`config.mk`:
```
export PLATFORM = sky130hd
export DESIGN_NAME = video_dot_timing_and_pixel_mux
export DESIGN_NICKNAME = d
export VERILOG_FILES = /design/src/hw/rtl/vdt_pkg.sv /design/src/hw/rtl/video_dot_timing_and_pixel_mux.sv /design/src/hw/rtl/vdt_pixel_mux.sv
export SDC_FILE = /design/constraint.sdc
export NUM_CORES = 1
export LEC_CHECK = 0
export BUFFER_PORTS_ARGS = -buffer_cell sky130_fd_sc_hd__buf_4
export CORE_MARGIN = 5
export CORE_UTILIZATION = 55
export CTS_BUF_LIST = sky130_fd_sc_hd__clkbuf_8
export CTS_CLUSTER_SIZE = 16
export DETAILED_ROUTE_END_ITERATION = 8
export MAX_ROUTING_LAYER = met4
export PLACE_DENSITY = 0.85
export SLEW_MARGIN = 15
export SYNTH_ARGS = -nofsm -noshare
export SYNTH_HDL_FRONTEND = slang
export SYNTH_SLANG_ARGS = --single-unit
```
`constraint.sdc`:
```
create_clock -name i_clk -period 5.15 [get_ports i_clk]
set_input_delay 0.515 -clock i_clk [delete_from_list [all_inputs] [get_ports i_clk]]
set_output_delay 0.515 -clock i_clk [all_outputs]
set_load 0.01 [all_outputs]
```
`src/hw/rtl/vdt_pkg.sv`:
```
`timescale 1ns / 1ps

package vdt_pkg;

    localparam int DOTS_PER_LINE   = 341;
    localparam int LINES_PER_FRAME = 262;

    localparam int LINE_W = 10;
    localparam int DOT_W  = 9;

    // line numbers, -1 is the pre-render line
    localparam logic signed [LINE_W-1:0] LINE_PRE      = -10'sd1;
    localparam logic signed [LINE_W-1:0] LINE_FIRST    = 10'sd0;
    localparam logic signed [LINE_W-1:0] LINE_VIS_LAST = 10'sd239;
    localparam logic signed [LINE_W-1:0] LINE_VBLANK   = 10'sd241;
    localparam logic signed [LINE_W-1:0] LINE_LAST     = LINE_W'(LINES_PER_FRAME - 2);

    localparam logic [DOT_W-1:0] DOT_FIRST       = 9'd0;
    localparam logic [DOT_W-1:0] DOT_FLAG        = 9'd1;
    localparam logic [DOT_W-1:0] DOT_LEFT_LAST   = 9'd8;
    localparam logic [DOT_W-1:0] DOT_PIX_LAST    = 9'd256;
    localparam logic [DOT_W-1:0] DOT_COPY_X      = 9'd257;
    localparam logic [DOT_W-1:0] DOT_HOOK        = 9'd260;
    localparam logic [DOT_W-1:0] DOT_COPY_Y_LO   = 9'd280;
    localparam logic [DOT_W-1:0] DOT_COPY_Y_HI   = 9'd304;
    localparam logic [DOT_W-1:0] DOT_PREF_FIRST  = 9'd321;
    localparam logic [DOT_W-1:0] DOT_PREF_LAST   = 9'd336;
    localparam logic [DOT_W-1:0] DOT_SKIP        = 9'd339;
    localparam logic [DOT_W-1:0] DOT_LAST        = DOT_W'(DOTS_PER_LINE - 1);

    localparam logic [2:0] FETCH_NONE  = 3'd0;
    localparam logic [2:0] FETCH_SHIFT = 3'd1;
    localparam logic [2:0] FETCH_NAME  = 3'd2;
    localparam logic [2:0] FETCH_ATTR  = 3'd3;
    localparam logic [2:0] FETCH_PAT_LO = 3'd4;
    localparam logic [2:0] FETCH_PAT_HI = 3'd5;
    localparam logic [2:0] FETCH_LOAD  = 3'd6;

    localparam logic [2:0] SCROLL_NONE   = 3'd0;
    localparam logic [2:0] SCROLL_INC_Y  = 3'd1;
    localparam logic [2:0] SCROLL_COPY_X = 3'd2;
    localparam logic [2:0] SCROLL_COPY_Y = 3'd3;
    localparam logic [2:0] SCROLL_HOOK   = 3'd4;

    typedef struct packed {
        logic       bg_enable;
        logic       spr_enable;
        logic       bg_left_enable;
        logic       spr_left_enable;
        logic       nmi_enable;
        logic [1:0] bg_pixel;
        logic [1:0] bg_palette;
        logic [1:0] spr_pixel;
        logic [1:0] spr_palette;
        logic       spr_front;
        logic       spr_is_zero;
        logic       spr_zero_possible;
    } t_tick;

    typedef struct packed {
        logic       valid;
        logic [1:0] value;
        logic [1:0] palette;
        logic       from_sprite;
        logic       zero_hit;
    } t_pix;

    function automatic logic [2:0] fetch_code(input logic [2:0] phase);
        logic [2:0] code;
        unique case (phase)
            3'd1:    code = FETCH_NAME;
            3'd3:    code = FETCH_ATTR;
            3'd5:    code = FETCH_PAT_LO;
            3'd7:    code = FETCH_PAT_HI;
            3'd0:    code = FETCH_LOAD;
            default: code = FETCH_SHIFT;
        endcase
        return code;
    endfunction

endpackage

```
`src/hw/rtl/video_dot_timing_and_pixel_mux.sv`:
```
`timescale 1ns / 1ps

// channel | direction | handshake          | payload
// --------+-----------+--------------------+---------------------------------------
// tick    | in        | i_valid / o_stall  | enables, nmi enable, bg and sprite pixel
// result  | out       | o_valid / i_stall  | line, dot, pixel, flags, fetch, scroll
//
// one tick item per cycle while o_stall is low; a result passes through the input register, then the
// result register, with one pass of compose logic between them
// synchronous active-low reset: line -1, dot 0, even frame, flags clear, both stages empty
// a stalled result holds; the input side stalls only when both stages are full

module video_dot_timing_and_pixel_mux (
    input  logic                              i_clk,
    input  logic                              i_rst_n,
    input  logic                              i_valid,
    output logic                              o_stall,
    input  logic                              i_bg_enable,
    input  logic                              i_spr_enable,
    input  logic                              i_bg_left_enable,
    input  logic                              i_spr_left_enable,
    input  logic                              i_nmi_enable,
    input  logic [1:0]                        i_bg_pixel,
    input  logic [1:0]                        i_bg_palette,
    input  logic [1:0]                        i_spr_pixel,
    input  logic [1:0]                        i_spr_palette,
    input  logic                              i_spr_front,
    input  logic                              i_spr_is_zero,
    input  logic                              i_spr_zero_possible,
    output logic                              o_valid,
    input  logic                              i_stall,
    output logic signed [vdt_pkg::LINE_W-1:0] o_line,
    output logic [vdt_pkg::DOT_W-1:0]         o_dot,
    output logic                              o_pixel_valid,
    output logic [1:0]                        o_pixel_value,
    output logic [1:0]                        o_pixel_palette,
    output logic                              o_pixel_from_sprite,
    output logic                              o_vblank_flag,
    output logic                              o_sprite_zero_hit,
    output logic                              o_nmi_pulse,
    output logic                              o_frame_end,
    output logic [2:0]                        o_fetch_step,
    output logic [2:0]                        o_scroll_event
);

    // dot counters
    logic signed [vdt_pkg::LINE_W-1:0] r_line;
    logic [vdt_pkg::DOT_W-1:0]         r_dot;
    logic                              r_odd;

    // input stage
    logic                              r_s1_valid;
    vdt_pkg::t_tick                    r_s1_tick;
    logic signed [vdt_pkg::LINE_W-1:0] r_s1_line;
    logic [vdt_pkg::DOT_W-1:0]         r_s1_dot;
    logic                              r_s1_fend;

    // result stage
    logic                              r_o_valid;
    logic signed [vdt_pkg::LINE_W-1:0] r_o_line;
    logic [vdt_pkg::DOT_W-1:0]         r_o_dot;
    vdt_pkg::t_pix                     r_o_pix;
    logic                              r_vblank;
    logic                              r_zero_hit;
    logic                              r_o_nmi;
    logic                              r_o_fend;
    logic [2:0]                        r_o_fetch;
    logic [2:0]                        r_o_scroll;

    logic                              out_free;
    logic                              s1_free;
    logic                              in_acc;
    logic                              s1_move;
    logic                              in_render;
    logic signed [vdt_pkg::LINE_W-1:0] n_line;
    logic [vdt_pkg::DOT_W-1:0]         n_dot;
    logic                              n_odd;
    logic                              n_fend;

    logic                              s1_render;
    logic                              s1_pre;
    logic                              s1_vis;
    logic                              s1_fetch_dot;
    logic [2:0]                        n_fetch;
    logic [2:0]                        n_scroll;
    logic                              n_vblank;
    logic                              n_zero_hit;
    logic                              n_nmi;
    vdt_pkg::t_pix                     pix;

    assign out_free = !r_o_valid || !i_stall;
    assign s1_free  = !r_s1_valid || out_free;
    assign o_stall  = !s1_free;
    assign in_acc   = i_valid && s1_free;
    assign s1_move  = r_s1_valid && out_free;

    assign in_render = i_bg_enable || i_spr_enable;

    // counter advance, with the short pre-render line on odd frames while rendering
    always_comb begin
        n_line = r_line;
        n_dot  = r_dot + 9'd1;
        n_odd  = r_odd;
        n_fend = 1'b0;
        priority if (r_line == vdt_pkg::LINE_PRE && r_dot == vdt_pkg::DOT_SKIP
                     && r_odd && in_render) begin
            n_line = vdt_pkg::LINE_FIRST;
            n_dot  = vdt_pkg::DOT_FIRST;
        end else if (r_dot == vdt_pkg::DOT_LAST) begin
            n_dot = vdt_pkg::DOT_FIRST;
            if (r_line == vdt_pkg::LINE_LAST) begin
                n_line = vdt_pkg::LINE_PRE;
                n_fend = 1'b1;
                n_odd  = !r_odd;
            end else begin
                n_line = r_line + 10'sd1;
            end
        end else begin
            n_dot = r_dot + 9'd1;
        end
    end

    always_ff @(posedge i_clk) begin
        if (!i_rst_n) begin
            r_line     <= vdt_pkg::LINE_PRE;
            r_dot      <= vdt_pkg::DOT_FIRST;
            r_odd      <= 1'b0;
            r_s1_valid <= 1'b0;
        end else begin
            if (in_acc) begin
                r_line <= n_line;
                r_dot  <= n_dot;
                r_odd  <= n_odd;
            end
            if (s1_free) begin
                r_s1_valid <= i_valid;
            end
        end
    end

    always_ff @(posedge i_clk) begin
        if (in_acc) begin
            r_s1_tick <= '{bg_enable: i_bg_enable, spr_enable: i_spr_enable,
                           bg_left_enable: i_bg_left_enable,
                           spr_left_enable: i_spr_left_enable,
                           nmi_enable: i_nmi_enable, bg_pixel: i_bg_pixel,
                           bg_palette: i_bg_palette, spr_pixel: i_spr_pixel,
                           spr_palette: i_spr_palette, spr_front: i_spr_front,
                           spr_is_zero: i_spr_is_zero,
                           spr_zero_possible: i_spr_zero_possible};
            r_s1_line <= r_line;
            r_s1_dot  <= r_dot;
            r_s1_fend <= n_fend;
        end
    end

    vdt_pixel_mux u_pixel_mux (
        .i_tick (r_s1_tick),
        .i_line (r_s1_line),
        .i_dot  (r_s1_dot),
        .o_pix  (pix)
    );

    assign s1_render    = r_s1_tick.bg_enable || r_s1_tick.spr_enable;
    assign s1_pre       = (r_s1_line == vdt_pkg::LINE_PRE);
    assign s1_vis       = (r_s1_line >= vdt_pkg::LINE_FIRST)
                        && (r_s1_line <= vdt_pkg::LINE_VIS_LAST);
    assign s1_fetch_dot = (r_s1_dot >= vdt_pkg::DOT_FLAG && r_s1_dot <= vdt_pkg::DOT_PIX_LAST)
                        || (r_s1_dot >= vdt_pkg::DOT_PREF_FIRST
                            && r_s1_dot <= vdt_pkg::DOT_PREF_LAST);

    always_comb begin
        n_fetch  = vdt_pkg::FETCH_NONE;
        n_scroll = vdt_pkg::SCROLL_NONE;
        if ((s1_pre || s1_vis) && s1_render) begin
            if (s1_fetch_dot) begin
                n_fetch = vdt_pkg::fetch_code(r_s1_dot[2:0]);
            end
            priority if (r_s1_dot == vdt_pkg::DOT_PIX_LAST) begin
                n_scroll = vdt_pkg::SCROLL_INC_Y;
            end else if (r_s1_dot == vdt_pkg::DOT_COPY_X) begin
                n_scroll = vdt_pkg::SCROLL_COPY_X;
            end else if (s1_pre && r_s1_dot >= vdt_pkg::DOT_COPY_Y_LO
                         && r_s1_dot <= vdt_pkg::DOT_COPY_Y_HI) begin
                n_scroll = vdt_pkg::SCROLL_COPY_Y;
            end else if (s1_vis && r_s1_dot == vdt_pkg::DOT_HOOK) begin
                n_scroll = vdt_pkg::SCROLL_HOOK;
            end else begin
                n_scroll = vdt_pkg::SCROLL_NONE;
            end
        end
    end

    always_comb begin
        n_vblank   = r_vblank;
        n_zero_hit = r_zero_hit;
        n_nmi      = 1'b0;
        if (s1_pre && r_s1_dot == vdt_pkg::DOT_FLAG) begin
            n_vblank   = 1'b0;
            n_zero_hit = 1'b0;
        end
        if (r_s1_line == vdt_pkg::LINE_VBLANK && r_s1_dot == vdt_pkg::DOT_FLAG) begin
            n_vblank = 1'b1;
            n_nmi    = r_s1_tick.nmi_enable;
        end
        if (pix.zero_hit) begin
            n_zero_hit = 1'b1;
        end
    end

    // status flags live in the result stage, so they move with the items
    always_ff @(posedge i_clk) begin
        if (!i_rst_n) begin
            r_o_valid  <= 1'b0;
            r_vblank   <= 1'b0;
            r_zero_hit <= 1'b0;
        end else begin
            if (out_free) begin
                r_o_valid <= r_s1_valid;
            end
            if (s1_move) begin
                r_vblank   <= n_vblank;
                r_zero_hit <= n_zero_hit;
            end
        end
    end

    always_ff @(posedge i_clk) begin
        if (s1_move) begin
            r_o_line   <= r_s1_line;
            r_o_dot    <= r_s1_dot;
            r_o_pix    <= pix;
            r_o_nmi    <= n_nmi;
            r_o_fend   <= r_s1_fend;
            r_o_fetch  <= n_fetch;
            r_o_scroll <= n_scroll;
        end
    end

    assign o_valid             = r_o_valid;
    assign o_line              = r_o_line;
    assign o_dot               = r_o_dot;
    assign o_pixel_valid       = r_o_pix.valid;
    assign o_pixel_value       = r_o_pix.value;
    assign o_pixel_palette     = r_o_pix.palette;
    assign o_pixel_from_sprite = r_o_pix.from_sprite;
    assign o_vblank_flag       = r_vblank;
    assign o_sprite_zero_hit   = r_zero_hit;
    assign o_nmi_pulse         = r_o_nmi;
    assign o_frame_end         = r_o_fend;
    assign o_fetch_step        = r_o_fetch;
    assign o_scroll_event      = r_o_scroll;

    a_nmi_in_vblank: assert property (@(posedge i_clk) disable iff (!i_rst_n)
        o_valid && o_nmi_pulse |-> o_vblank_flag)
        else $error("nmi raised outside vblank");

    a_pixel_window: assert property (@(posedge i_clk) disable iff (!i_rst_n)
        o_valid && o_pixel_valid |-> (o_line >= vdt_pkg::LINE_FIRST)
            && (o_line <= vdt_pkg::LINE_VIS_LAST) && (o_dot >= vdt_pkg::DOT_FLAG)
            && (o_dot <= vdt_pkg::DOT_PIX_LAST))
        else $error("pixel outside visible window");

    a_frame_end_pos: assert property (@(posedge i_clk) disable iff (!i_rst_n)
        o_valid && o_frame_end |-> (o_line == vdt_pkg::LINE_LAST)
            && (o_dot == vdt_pkg::DOT_LAST))
        else $error("frame end at wrong dot");

    a_counter_range: assert property (@(posedge i_clk) disable iff (!i_rst_n)
        (r_dot <= vdt_pkg::DOT_LAST) && (r_line >= vdt_pkg::LINE_PRE)
            && (r_line <= vdt_pkg::LINE_LAST))
        else $error("dot counter out of range");

endmodule

```
`src/hw/rtl/vdt_pixel_mux.sv`:
```
`timescale 1ns / 1ps

module vdt_pixel_mux (
    input  vdt_pkg::t_tick               i_tick,
    input  logic signed [vdt_pkg::LINE_W-1:0] i_line,
    input  logic [vdt_pkg::DOT_W-1:0]    i_dot,
    output vdt_pkg::t_pix                o_pix
);

    logic       vis;
    logic       left;
    logic [1:0] bg;
    logic [1:0] spr;

    assign vis  = (i_line >= vdt_pkg::LINE_FIRST) && (i_line <= vdt_pkg::LINE_VIS_LAST)
                && (i_dot >= vdt_pkg::DOT_FLAG) && (i_dot <= vdt_pkg::DOT_PIX_LAST);
    assign left = (i_dot <= vdt_pkg::DOT_LEFT_LAST);

    // layer masked by its enable and the left-column clip
    assign bg  = (i_tick.bg_enable && (i_tick.bg_left_enable || !left))
               ? i_tick.bg_pixel : 2'd0;
    assign spr = (i_tick.spr_enable && (i_tick.spr_left_enable || !left))
               ? i_tick.spr_pixel : 2'd0;

    always_comb begin
        o_pix = '0;
        if (vis) begin
            o_pix.valid = 1'b1;
            priority if (bg == 2'd0 && spr == 2'd0) begin
                o_pix.value = 2'd0;
            end else if (bg == 2'd0 || (spr != 2'd0 && i_tick.spr_front)) begin
                o_pix.value       = spr;
                o_pix.palette     = i_tick.spr_palette;
                o_pix.from_sprite = 1'b1;
            end else begin
                o_pix.value   = bg;
                o_pix.palette = i_tick.bg_palette;
            end
            // rightmost pixel never registers a hit
            o_pix.zero_hit = (bg != 2'd0) && (spr != 2'd0) && i_tick.spr_is_zero
                           && i_tick.spr_zero_possible && (i_dot != vdt_pkg::DOT_PIX_LAST);
        end
    end

endmodule

```
==> metrics.txt <==
DR pass1 iterations 5; cell depth of the worst setup path 6; Final Cycle Share 0.510; Yosys top cell area share 0.546; row cnt 30; wire length after detailed routing 7510 um; First DRT Iteration DRCs 161; die area 8660 um2; Synth Flop Type edfxtp_1; RSZ-0062 raised after global routing false; synthesized area 3790 um2; Worst-path clk slew 0.09 ns; CP Cell Sequence nand3_1 > nand2_1 > inv_2 > nand3_1 > o21ai_1 > nor2_1; hold crit path type in -> reg; Finished Cell Area 4490 um2; simple-gate share of the synthesized area 0.170; top routing layer used met4; Overflow after GRT 0; GRT Total Usage 0.192; Clock Path Buffers 2; crit path launch type flip-flop; hpwl dp 5160 um; Pleak 1.64 nW; Worst EP required 5.37 ns; CTS root buf clkbuf_8; pin count of the biggest net entering global routing 45; Compound-Gate Fraction of Synth Area 0.0920; chip width 93.1 um; area growth from synthesis to layout 18.4%; Synth area leader edfxtp_1; crit end category flip-flop; met1 WL 3250 um; Syn Area/Cell 12.8 um2; IO Count 57; Post-Synth Adder-Cell Area 0.0162; post_cts resized 0; Max transition margin 0.425; Avg Vias per Cell 5.83; metal3 WL 401 um; WS Path Type reg -> reg; cts bufs inserted 9; final std cells w/o fill 442; synth warn 0; antenna-violating nets left 0; mux share of post-synthesis cell area 0.00264; Vias 2577; Top Family by Delay on Critical Path simple AND/OR/NAND/NOR gates; Skew-Pair Late Insertion Delay 0.35 ns; Die Y 93.1 um; Mapped Cells 296; Net Count, Synth 320; R2R depth 6; Final Slew Violations 0; initial antenna violation count 0; Crit-path slowest cell inv_2; dpl ws 2.25 ns; DR WL met2 3720 um; Least-Margin Pin Slew 0.862 ns; Final Hold Fails 0; XOR/XNOR share of the synthesized area 0.0231; Util after Layout 0.665; DR WL/cell 17.0 um; Worst Path Buf+Inv 1; CTS tree built; largest stage delay on the critical path 0.65 ns; Hold-fix buffers, CTS 0; ratio of cells with drive above 1 in the final layout 0.232; critical path arrival 2.85 ns; Post-synth EDFFs 69; most frequent CP cell nand3_1; # nets final 381; global placement routability congestion 0.899; Residual DRC 0; Synth Register Bits 93; largest family of logic cells by synthesized area simple AND/OR/NAND/NOR gates; core box area 6760 um2; Final WS setup 2.52 ns; IO buf count 56; Post-synth ARST share 0; htree depth 3; minimum clock period 2.63 ns; synth unique cells 53; Starting Density 0.561; register area share after synthesis 0.673; worst-path fanout max 44; Sink Count 93; Final setup viols 0; dpl cells 426; maximum VDD drop 0.000146 V; setup_tns 0 ns; Post-CTS Repair Setup Buffers 0; P per Cell Area 312 nW/um2; Hold Crit Depth 1; top post-synthesis cells by area edfxtp_1 55%, dfxtp_1 13%, nand3_1 2.8%; clock skew 0.00853 ns; placed standard-cell area 4290 um2; status finished clean; first-pass GRT wire length 12500 um; number of max-cap violations 0; maximum clock rate 0.381 GHz; vias in the first global route 2544; antenna cells 0
==> power breakdown <==
part / switching, mW / total [mW] / internal (mW)
Clock: 0.249 / 0.485 / 0.237
Combinational: 0.0401 / 0.0722 / 0.0320
Sequential: 0.0180 / 0.845 / 0.827
==> placed cells by master, fill, tap and decap left out, types with 3 or more instances in the layout <==
cell,count
a22oi_1,4
ha_1,4
o21ai_0,13
edfxtp_1,69
inv_1,13
and4_1,3
nor3_1,15
nand4_1,7
nor2b_1,4
nor3b_1,4
or2_2,4
nor2_1,18
dfxtp_1,24
clkbuf_8,10
a21oi_1,6
nand3_1,21
xor2_1,7
o21a_1,3
buf_4,57
o31ai_1,5
nand4b_1,3
o211ai_1,5
xnor2_1,3
nand2_1,20
==> sequential cells by signal, indices dropped and copies added, names as in the netlist, 2 cells and up <==
| register | flops |
|---|---|
| o_dot | 9 |
| r_s1_line | 10 |
| o_line | 10 |
| r_s1_dot | 9 |
| r_dot | 9 |
| r_line | 10 |
| r_s1_tick | 16 |
| o_pixel_value | 2 |
| o_fetch_step | 3 |
| o_scroll_event | 3 |
| o_pixel_palette | 2 |
==> area by class of cell <==
cell class,count,area [um2]
fill,485,2260
multi-input combinational,183,1160
clock buffer,10,138
timing repair buffer,57,428
inverter,13,48.8
tap,80,100
clock inverter,6,62.6
sequential,93,2550
==> logic make-up after synthesis <==
logic type / count (synthesis)
fa+ha+maj: 5
compound gates: 51
buf+inv: 20
simple gates: 116
xor+xnor: 10
mux: 1
flops: 93
==> metal layers <==
metal  GRT usage  vias up
met5           -        -
met4      0.0855        0
met3      0.0322       12
met2       0.307       90
met1       0.242     1230
li1            -     1245
==> worst paths after layout <==
kind | to | slack [ns] | startpoint
max | r_dot[8] | 2.52 | o_valid
min | r_s1_tick[8] | 0.33 | i_bg_palette[1]
max reg2reg | r_dot[8] | 2.52 | o_valid
min reg2reg | o_frame_end | 0.43 | r_s1_fend
==> metrics by stage <==
step,hold WS [ns],power (mW)
after floorplan,0.400,0.898
after global placement,0.412,0.930
after detailed placement,0.412,0.934
after CTS,0.316,1.41
after global routing,0.313,1.45
final,0.331,1.40
==> cells in the mapped netlist (6+ instances only) <==
cell type,instances
edfxtp_1,69
dfxtp_1,24
nand3_1,21
nand2_1,20
nor2_1,18
nor3_1,15
o21ai_0,13
inv_1,12
nand4_1,7
xor2_1,7
a21oi_1,6
Note: power is estimated with default switching activity, not from simulation.
